## src/sv/pooled_linked_list_manager_defines.svh

```systemverilog
// ----------------------------------------------------------------------------
// Pooled linked-list manager: assertion macros
// Concurrent check macros for the assertions in the top-level module.
// ----------------------------------------------------------------------------
`ifndef POOLED_LINKED_LIST_MANAGER_DEFINES_SVH
`define POOLED_LINKED_LIST_MANAGER_DEFINES_SVH

// Same-cycle implication, disabled while reset is high
`define PLLM_ASSERT_IMPL(label, clk, rst, ante, cons, msg) \
   label: assert property (@(posedge clk) disable iff (rst) (ante) |-> (cons)) \
      else $error(msg);

// Next-cycle implication, disabled while reset is high
`define PLLM_ASSERT_NEXT(label, clk, rst, ante, cons, msg) \
   label: assert property (@(posedge clk) disable iff (rst) (ante) |=> (cons)) \
      else $error(msg);

`endif

```

## src/sv/pllm_pkg.sv

```systemverilog
// ----------------------------------------------------------------------------
// Pooled linked-list manager: package
// Field widths, operation and status codes, and the command/status structs
// that join the controller and the datapath.
// ----------------------------------------------------------------------------
package pllm_pkg;

   // Default sizing
   localparam int NODES_DEF     = 256;
   localparam int DATA_BITS_DEF = 32;

   // Payload field widths
   localparam int OP_W     = 3;
   localparam int HEAD_W   = 8;
   localparam int POS_W    = 8;
   localparam int VALUE_W  = 32;
   localparam int STATUS_W = 2;
   localparam int SIZE_W   = 8;

   // Longest list that the size field can count
   localparam logic [SIZE_W-1:0] MAX_LEN = 8'd255;

   // Operation codes; codes 6 and 7 are unused
   typedef enum logic [OP_W-1:0] {
      OP_CREATE = 3'd0,
      OP_APPEND = 3'd1,
      OP_INSERT = 3'd2,
      OP_REMOVE = 3'd3,
      OP_GET    = 3'd4,
      OP_SIZE   = 3'd5
   } op_type;

   // Result status codes
   typedef enum logic [STATUS_W-1:0] {
      ST_OK    = 2'd0,
      ST_RANGE = 2'd1,
      ST_POOL  = 2'd2
   } status_type;

   // Datapath micro-operations
   typedef enum logic [3:0] {
      CMD_NONE    = 4'd0,
      CMD_CLEAR   = 4'd1,
      CMD_LOAD    = 4'd2,
      CMD_LEN     = 4'd3,
      CMD_WALK_RD = 4'd4,
      CMD_WALK_WT = 4'd5,
      CMD_FETCH   = 4'd6,
      CMD_GRAB    = 4'd7,
      CMD_POP_RD  = 4'd8,
      CMD_POP_WR  = 4'd9,
      CMD_LINK    = 4'd10,
      CMD_UNLINK  = 4'd11,
      CMD_FREE    = 4'd12,
      CMD_RESULT  = 4'd13
   } dp_cmd_type;

   // Controller to datapath
   typedef struct packed {
      dp_cmd_type cmd;
      status_type code;
   } dp_ctl_type;

   // Datapath to controller
   typedef struct packed {
      logic [OP_W-1:0] op;
      logic            clr_last;
      logic            head_bad;
      logic            pos_bad;
      logic            full;
      logic            cnt_zero;
      logic            cur_nil;
      logic            ft_nil;
      logic            out_free;
   } dp_stat_type;

endpackage

```

## src/sv/pllm_ctrl.sv

```systemverilog
// ----------------------------------------------------------------------------
// Pooled linked-list manager: controller
// One-hot sequencer that steps each operation through the datapath:
// length fetch, link walk, node pop, relink and result.
// ----------------------------------------------------------------------------
module pllm_ctrl (
   input  logic                  clock,
   input  logic                  reset,
   input  logic                  req_valid,
   output logic                  req_ready,
   input  pllm_pkg::dp_stat_type stat,
   output pllm_pkg::dp_ctl_type  ctl
);
   import pllm_pkg::*;

   typedef enum logic [12:0] {
      S_CLEAR   = 13'b0000000000001,
      S_IDLE    = 13'b0000000000010,
      S_DECODE  = 13'b0000000000100,
      S_CHECK   = 13'b0000000001000,
      S_WALK    = 13'b0000000010000,
      S_WALK_WT = 13'b0000000100000,
      S_GRAB    = 13'b0000001000000,
      S_UNLINK  = 13'b0000010000000,
      S_FREE    = 13'b0000100000000,
      S_POP_RD  = 13'b0001000000000,
      S_POP_WR  = 13'b0010000000000,
      S_LINK    = 13'b0100000000000,
      S_RESULT  = 13'b1000000000000
   } state_type;

   state_type  state_ff, state_in;
   status_type code_ff, code_in;

   // Next state and command
   always_comb begin
      state_in  = state_ff;
      code_in   = code_ff;
      req_ready = 1'b0;
      ctl.cmd   = CMD_NONE;
      ctl.code  = code_ff;
      case (state_ff)
         S_CLEAR: begin
            ctl.cmd = CMD_CLEAR;
            if (stat.clr_last) begin
               state_in = S_IDLE;
            end
         end
         S_IDLE: begin
            req_ready = 1'b1;
            if (req_valid) begin
               ctl.cmd  = CMD_LOAD;
               state_in = S_DECODE;
            end
         end
         S_DECODE: begin
            if (stat.op == OP_CREATE) begin
               if (stat.ft_nil) begin
                  code_in  = ST_POOL;
                  state_in = S_RESULT;
               end else begin
                  state_in = S_POP_RD;
               end
            end else if (stat.op inside {[OP_APPEND:OP_SIZE]}) begin
               if (stat.head_bad) begin
                  code_in  = ST_RANGE;
                  state_in = S_RESULT;
               end else begin
                  ctl.cmd  = CMD_LEN;
                  state_in = S_CHECK;
               end
            end else begin
               // unused op: answer with all fields zero
               code_in  = ST_OK;
               state_in = S_RESULT;
            end
         end
         S_CHECK: begin
            if (stat.op == OP_SIZE) begin
               code_in  = ST_OK;
               state_in = S_RESULT;
            end else if (stat.op inside {OP_INSERT, OP_REMOVE, OP_GET} && stat.pos_bad) begin
               code_in  = ST_RANGE;
               state_in = S_RESULT;
            end else begin
               state_in = S_WALK;
            end
         end
         S_WALK: begin
            if (stat.cur_nil) begin
               // broken chain or walk ended on null
               code_in  = ST_RANGE;
               state_in = S_RESULT;
            end else if (!stat.cnt_zero) begin
               ctl.cmd  = CMD_WALK_RD;
               state_in = S_WALK_WT;
            end else if (stat.op == OP_APPEND) begin
               if (stat.ft_nil || stat.full) begin
                  code_in  = ST_POOL;
                  state_in = S_RESULT;
               end else begin
                  state_in = S_POP_RD;
               end
            end else if (stat.op == OP_INSERT && (stat.ft_nil || stat.full)) begin
               code_in  = ST_POOL;
               state_in = S_RESULT;
            end else begin
               ctl.cmd  = CMD_FETCH;
               state_in = S_GRAB;
            end
         end
         S_WALK_WT: begin
            ctl.cmd  = CMD_WALK_WT;
            state_in = S_WALK;
         end
         S_GRAB: begin
            ctl.cmd = CMD_GRAB;
            if (stat.op == OP_INSERT) begin
               state_in = S_POP_RD;
            end else if (stat.op == OP_REMOVE) begin
               state_in = S_UNLINK;
            end else begin
               code_in  = ST_OK;
               state_in = S_RESULT;
            end
         end
         S_UNLINK: begin
            ctl.cmd  = CMD_UNLINK;
            state_in = S_FREE;
         end
         S_FREE: begin
            ctl.cmd  = CMD_FREE;
            code_in  = ST_OK;
            state_in = S_RESULT;
         end
         S_POP_RD: begin
            ctl.cmd  = CMD_POP_RD;
            state_in = S_POP_WR;
         end
         S_POP_WR: begin
            ctl.cmd = CMD_POP_WR;
            if (stat.op == OP_CREATE) begin
               code_in  = ST_OK;
               state_in = S_RESULT;
            end else begin
               state_in = S_LINK;
            end
         end
         S_LINK: begin
            ctl.cmd  = CMD_LINK;
            code_in  = ST_OK;
            state_in = S_RESULT;
         end
         S_RESULT: begin
            // wait for the output register to drain
            if (stat.out_free) begin
               ctl.cmd  = CMD_RESULT;
               state_in = S_IDLE;
            end
         end
         default: begin
            state_in = S_IDLE;
         end
      endcase
   end

   // State registers
   always_ff @(posedge clock) begin
      if (reset) begin
         state_ff <= S_CLEAR;
         code_ff  <= ST_OK;
      end else begin
         state_ff <= state_in;
         code_ff  <= code_in;
      end
   end

endmodule

```

## config.mk

```make
export PLATFORM = sky130hd
export DESIGN_NAME = pllm_ctrl
export DESIGN_NICKNAME = d
export VERILOG_FILES = /design/src/sv/pooled_linked_list_manager_defines.svh /design/src/sv/pllm_pkg.sv /design/src/sv/pllm_ctrl.sv
export SDC_FILE = /design/constraint.sdc
export NUM_CORES = 1
export LEC_CHECK = 0
export BUFFER_PORTS_ARGS = -buffer_cell sky130_fd_sc_hd__buf_2
export CORE_ASPECT_RATIO = 0.9
export CORE_MARGIN = 2
export CORE_UTILIZATION = 25
export CTS_CLUSTER_SIZE = 8
export DETAILED_ROUTE_END_ITERATION = 6
export HOLD_SLACK_MARGIN = 0.08
export PLACE_DENSITY = 0.4
export SETUP_SLACK_MARGIN = 0.5
export SYNTH_ARGS = -nofsm -noshare
export SYNTH_HDL_FRONTEND = slang
export SYNTH_SLANG_ARGS = --single-unit
```

## constraint.sdc

```tcl
create_clock -name clock -period 3.4 [get_ports clock]
set_input_delay 0.34 -clock clock [delete_from_list [all_inputs] [get_ports clock]]
set_output_delay 0.34 -clock clock [all_outputs]
set_load 0.05 [all_outputs]
```

==> summary.txt, run 1 <==
Die
  – Chip Width: 75.02 um
  – Core Region: roughly 4400 sq um
  – # rows: 23
  – Initial Utilization: between 20 and 30%
  – Die Y: 67.92 um
  – Number of top-level pins: 21
  – DIE AREA: about 5100 sq um

Critical path
  – Crit start category: flip-flop
  – CP Capture Type: output port
  – R2r endpoint: code_ff[0]
  – Critical Path RT: roughly 3.1 ns
  – Crit Path Max Fanout: 12
  – WS Path Type: flip-flop to output port
  – R2R Setup Slk: between 0.7 and 0.8 ns
  – Reg2Reg Depth: 7
  – Arrival time at the worst endpoint: 2.49 ns
  – Critical R2R Launch: state_ff[8]

Finish
  – Final net count: 180
  – Filler cell count: 506
  – Finished Cell Area: around 1400 sq um
  – # diodes: 0
  – Reg area: 300.3 sq um
  – Final Core Density: 30.75%
  – Most frequent cells in the layout: 20 x buf_2, 15 x nor2_1, 15 x dfxtp_1
  – Multi-input gate area: about 790 sq um
  – P&R area growth vs syn: 19.29%
  – Share of layout cells above drive strength 1: between 20% and 30%
  – Most common cell after layout, fill and taps aside: buf_2

Clocking
  – Worst skew pair latency: approximately 0.25 ns
  – Root buf cell: clkbuf_8
  – Total CTS buffers: 3
  – Clock H-tree levels: 1
  – Post-CTS Setup Bufs: 0
  – Reg clk slew, reported paths: around 0.070 ns
  – CTS tree: yes
  – Hold buffer count at cts: 0
  – TritonCTS Sinks: 15
  – CTS max path bufs: 2

Synth
  – Largest family of logic cells by synthesized area: simple AND/OR/NAND/NOR gates
  – Simple-gate portion of the synthesized area: between 40% and 50%
  – Synth Area in Adders: 0%
  – Syn avg cell area: between 7 and 8 sq um
  – Mapped cell area: 1135 sq um
  – Yosys warns: 0
  – Mux cell area share after synthesis: less than 1%
  – Sequential area share after synthesis: a little over a quarter
  – Synth Area in Compound Gates: between 10% and 20%
  – Post-synth EDFFs: 0
  – Async S/R FF share, synth: 0%
  – XOR/XNOR Fraction of Synth Area: ~3.9%
  – Post-Syn Instances: 150
  – Main synth FF type: dfxtp_1
  – Seq cells post-synth: 15
  – Synthesized Nets: about 160
  – Netlist cell types: 40

Worst hold path
  – Hold Path Class: input pin to flip-flop
  – Hold depth: 2
  – Worst Hold End: state_ff[5]
  – Hold Path Origin: stat[3]

Timing
  – Final hold violation count: 0
  – Final setup vio count: 0
  – Unrepaired setup endpoints after global routing: true
  – Slew Limit Fails: 0
  – Rel. slew slack: about half
  – Setup TNS Final: 0 ns
  – Clock Skews: between 0.005 and 0.006 ns
  – Final min period: between 2 and 3 ns
  – Fin Hold WS: about 0.28 ns
  – Top achievable clock speed: about 350 MHz
  – Fin crit share: between 80% and 90%
  – Slew @ Worst Pin: around 0.71 ns

Global routing
  – Vias in the first global route: between 1000 and 1500
  – Largest net degree at the start of global routing: 14
  – Initial antenna violation count: 0
  – Global route overflow: 0
  – First-pass GRT wire length: between 5000 and 6000 um
  – Global-route usage over all layers: approximately 14%

Power
  – Combinational fraction of design power: between 10% and 20%
  – Maximum vdd drop: between 0.09 and 0.1 mV
  – Switching part of the total power: between 30 and 40%
  – Pleak: 0.5264 nW
  – Switching Power: about 0.13 mW
  – Flop pwr share: between 40% and 50%
  – Clock Power Share: around 37%
  – Internal Pwr Total: about 0.29 mW
  – PD cells: just over 300 nW/um^2

Placed design
  – Final HPWL DP: approximately 2700 um
  – GP Congestion: between 0.8 and 0.9
  – Area post-placement: 1287 sq um
  – PortBufs: 20

Detailed routing
  – Drt first pass iters: 4
  – Final ANT Viol Nets: 0
  – Routed WL: 3378 um
  – DRT iter0 DRCs: 45
  – Via count: between 1000 and 1500
  – Drt wl/cell: 14.88 um
  – Vias per cell: approximately 5.2
  – DRC: 0

Outcome
  – Outcome: finished, final reports clean

Run
  – Max Cap Viol: 0
## synthesized netlist by cell type, types with 2 or more instances
cell type / n / area share [%]
o211ai_1: 2 / 1.3
or4_1: 5 / 3.3
nor4b_1: 8 / 6.2
nor2b_1: 4 / 2.2
o2bb2ai_1: 2 / 1.5
nand4b_1: 2 / 1.5
nor4_1: 5 / 2.8
nor2_1: 15 / 5.0
a21boi_0: 2 / 1.3
inv_1: 8 / 2.6
nand2b_1: 5 / 2.8
or3_1: 2 / 1.1
a22oi_1: 2 / 1.3
nand2_1: 5 / 1.7
a21oi_1: 9 / 4.0
xnor2_1: 2 / 1.5
xor2_1: 3 / 2.3
and4b_1: 3 / 2.6
or4b_2: 4 / 3.5
nor3_1: 10 / 4.4
dfxtp_1: 15 / 26
a211oi_1: 2 / 1.3
buf_2: 3 / 1.3
o21ai_0: 8 / 3.5
clkbuf_1: 7 / 2.3
nand3_1: 3 / 1.3
## kinds of logic after synthesis
group,count (synthesis)
buffers and inverters,18
DFF,15
and+or+nand+nor,78
muxes,1
AOI/OAI and AO/OA,33
xor gates and xnor gates,5
## through the flow
step                      worst slack [ns]  power (mW)  std cells
final                               0.5731      0.4142        227
after global routing                0.4387      0.4394        227
after CTS                           0.5221      0.4184        227
after detailed placement            0.6365      0.2636        223
after global placement              0.7023      0.2646        223
after floorplan                     0.5091      0.2422        150
## layer usage
metal	part of all wire, %	track usage [%]	vias to the layer above
met1	51	19.65	544
met5	0	0	-
li1	-	-	598
met4	1.9	4.688	0
met3	3.2	2.651	6
met2	44	23.14	23
## layout make-up
class	instances	share of cell area, %
Clock buffer	3	3.050
Clock inverter	1	0.3697
Inverter	8	2.218
Multi-Input combinational cell	117	58.50
Sequential cell	15	22.18
Tap cell	62	5.730
Timing Repair Buffer	21	7.948
## worst max-delay path, stage by stage, from the launching register on
cell and delay [ns]:
dfxtp_1 0.37, or4_4 0.64, nor4_1 0.48, nand2_1 0.19
nand2_1 0.13, a21oi_1 0.06, nand3_1 0.09, buf_2 0.26
## repair_timing
item / in CTS / in global routing
endpoints found under the setup margin: 3 / 5
pin swaps: 0 / 1
resized for setup: 2 / 3
## power groups by stage
stage	combinational (mW)	clock (mW)	sequential, mW
finish	0.0767	0.152	0.185
global route	0.0852	0.168	0.186
CTS	0.0751	0.158	0.185
detailed placement	0.0744	0	0.189
global placement	0.0756	0	0.189
floorplan	0.0543	0	0.188
## worst max-delay path by stage
stage	startpoint	endpoint	slack, ns	cells past startpoint
after floorplan	state_ff[6]	ctl[3]	0.51	6
after global placement	state_ff[8]	ctl[3]	0.70	6
after detailed placement	state_ff[8]	code_ff[0]	0.64	7
after CTS	state_ff[8]	ctl[3]	0.52	6
after global routing	state_ff[8]	ctl[2]	0.44	7
final	state_ff[8]	ctl[3]	0.57	7
## sequential cells by signal (all words and copies together) (netlist names)
register,flops
state_ff,13
code_ff,2
(Power assumes the default switching activity.)
==> run 2: changes to the inputs <==
clock period = 2.78 ns   (was 3.4 ns; I/O delays follow)
==> run 2 against run 1 <==
  * Core utilization rose by 6.8 points
  * Clock skew decreased by 0.0038 ns
  * Critical endpoint is now ctl[4]
  * Die area unchanged
  * Sequential share of layout area fell by 2.7 points
  * Via count up 7.9%
  * Clock power is 26% higher
  * Critical path type unchanged
  * Combinational power increased by 59%
  * Setup slack worse by 0.36 ns
  * Routed wire length rose by 7.9%
==> summary.txt, run 2 (same netlist as run 1, synthesis figures left out) <==
Timing
  – Slew Limit Fails: 0
  – Final hold violation count: 0
  – Unrepaired setup endpoints after global routing: true
  – Final setup vio count: 0
  – Final min period: 2.564 ns
  – Slew @ Worst Pin: 0.6075 ns
  – Setup TNS Final: 0 ns
  – Worst Slack Setup Final: 0.2164 ns
  – Fin Hold WS: about 0.23 ns
  – Top achievable clock speed: 390.1 MHz
  – Clock Skews: 0.001541 ns
  – Fin crit share: about 90%
  – Rel. slew slack: around 60%

Finish
  – Most common cell after layout, fill and taps aside: buf_2
  – Number of flip-flops in the largest register: 13
  – Multi-input gate area: approximately 910 sq um
  – Final net count: between 150 and 200
  – # diodes: 0
  – Fin cells: ~240
  – Finished Cell Area: approximately 1700 sq um
  – Filler cell count: between 400 and 500
  – Final Core Density: about 38%
  – Reg area: 322.8 sq um
  – Share of layout cells above drive strength 1: 41.11%
  – Top reg by flops: state_ff
  – P&R area growth vs syn: 45.76%
  – Largest regs: state_ff: 13 flops, code_ff: 2 flops
  – Most frequent cells in the layout: 15 x buf_2, 14 x buf_4, 13 x nor2_1

Power
  – Switching part of the total power: 31.84%
  – Combinational fraction of design power: between 20% and 30%
  – PD cells: 324.8 nW/um^2
  – Maximum vdd drop: 0.1157 mV
  – Clock Power Share: a little over a third
  – Internal Pwr Total: between 0.3 and 0.4 mW
  – Flop pwr share: around two fifths
  – Pleak: roughly 0.66 nW
  – Switching Power: 0.1711 mW
  – Total power: roughly 0.54 mW

Placed design
  – Area post-placement: roughly 1300 sq um
  – Pre-CTS setup slack: 0.2065 ns
  – GP Congestion: ~0.81
  – PortBufs: 20
  – Dpl cells: ~230
  – Final HPWL DP: approximately 2600 um

Global routing
  – First-pass GRT wire length: around 5800 um
  – Met3 usage: between 2 and 2.5%
  – GRT met2 Usage: between 20% and 30%
  – Most used routing layer in global routing: met2
  – Global-route usage over all layers: ~15%
  – Vias in the first global route: between 1000 and 1500
  – Largest net degree at the start of global routing: 14
  – Global route overflow: 0
  – Initial antenna violation count: 0
  – Met1 usage: about a fifth

Detailed routing
  – Drt first pass iters: 4
  – DRC: 0
  – Vias per cell: ~5.2
  – DRT iter0 DRCs: between 70 and 80
  – Via count: about 1300
  – Final ANT Viol Nets: 0
  – Routed WL: roughly 3600 um
  – Drt wl/cell: 15.06 um

Worst hold path
  – Worst Hold End: state_ff[5]
  – Hold Path Class: input pin to flip-flop
  – Hold depth: 2
  – Hold Path Origin: stat[3]

Critical path
  – R2R Setup Slk: approximately 0.38 ns
  – WS Path Type: flip-flop to output port
  – Reg2Reg Depth: 6
  – CP Capture Type: output port
  – Critical Path RT: 2.50 ns
  – Crit Path Max Fanout: 4
  – Critical path origin: state_ff[4]
  – Arrival time at the worst endpoint: approximately 2.3 ns
  – Critical R2R Launch: state_ff[9]
  – Crit start category: flip-flop
  – R2r endpoint: code_ff[0]

Die
  – Number of top-level pins: 21
  – Initial Utilization: 25.77%
  – Die Y: approximately 68 um
  – DIE AREA: 5095 sq um
  – # rows: 23
  – Chip Width: ~75 um
  – Core Region: approximately 4400 sq um

Clocking
  – Clock H-tree levels: 1
  – Total CTS buffers: 3
  – Root buf cell: clkbuf_8
  – CTS tree: yes
  – Reg clk slew, reported paths: around 0.070 ns
  – Hold buffer count at cts: 0
  – TritonCTS Sinks: 15
  – CTS max path bufs: 2
  – Worst skew pair latency: around 0.26 ns

Outcome
  – Outcome: finished, final reports clean

Run
  – Max Cap Viol: 0
run 2: worst max path at each step:
stage            endpoint  slack (ns)  depth (start not counted)
2_1_floorplan      ctl[4]        0.29                          5
3_3_place_gp   code_ff[0]        0.17                          6
3_5_place_dp   code_ff[0]        0.21                          6
4_1_cts            ctl[4]        0.18                          7
5_1_grt            ctl[4]        0.11                          7
6_report           ctl[4]        0.22                          7
run 2: cell type report:
cell class | count | area share, %
clock buffer | 3 | 2.496
clock inverter | 1 | 0.3026
inverter | 8 | 1.815
multi-input combinational | 117 | 54.84
sequential | 15 | 19.52
tap | 62 | 4.690
timing repair buffer | 36 | 16.34
run 2: metal layers:
| metal | share of wire (%) | vias up |
|---|---|---|
| met5 | 0 | - |
| met4 | 1.2 | 0 |
| met3 | 3.8 | 5 |
| met2 | 50 | 38 |
| met1 | 45 | 594 |
| li1 | - | 626 |
run 2: power by group through the flow:
stage / combinational (mW) / sequential [mW] / clock, mW
finish: 0.122 / 0.224 / 0.191
global placement: 0.0968 / 0.231 / 0
detailed placement: 0.0955 / 0.231 / 0
floorplan: 0.0724 / 0.230 / 0
CTS: 0.108 / 0.225 / 0.190
global route: 0.132 / 0.225 / 0.201
run 2: worst max-delay path, cell delays in order, from the launching register on:
cell      delay (ns)
dfxtp_4         0.35
or4_4           0.56
buf_6           0.14
or4_4           0.49
nor2_4          0.10
nor2_2          0.06
o211ai_1        0.10
buf_4           0.22
run 2: repair_timing:
action / CTS / global route
setup endpoints to repair: 7 / 11
resized for setup: 24 / 19
pin swaps: 8 / 5
setup buffers: 8 / 5
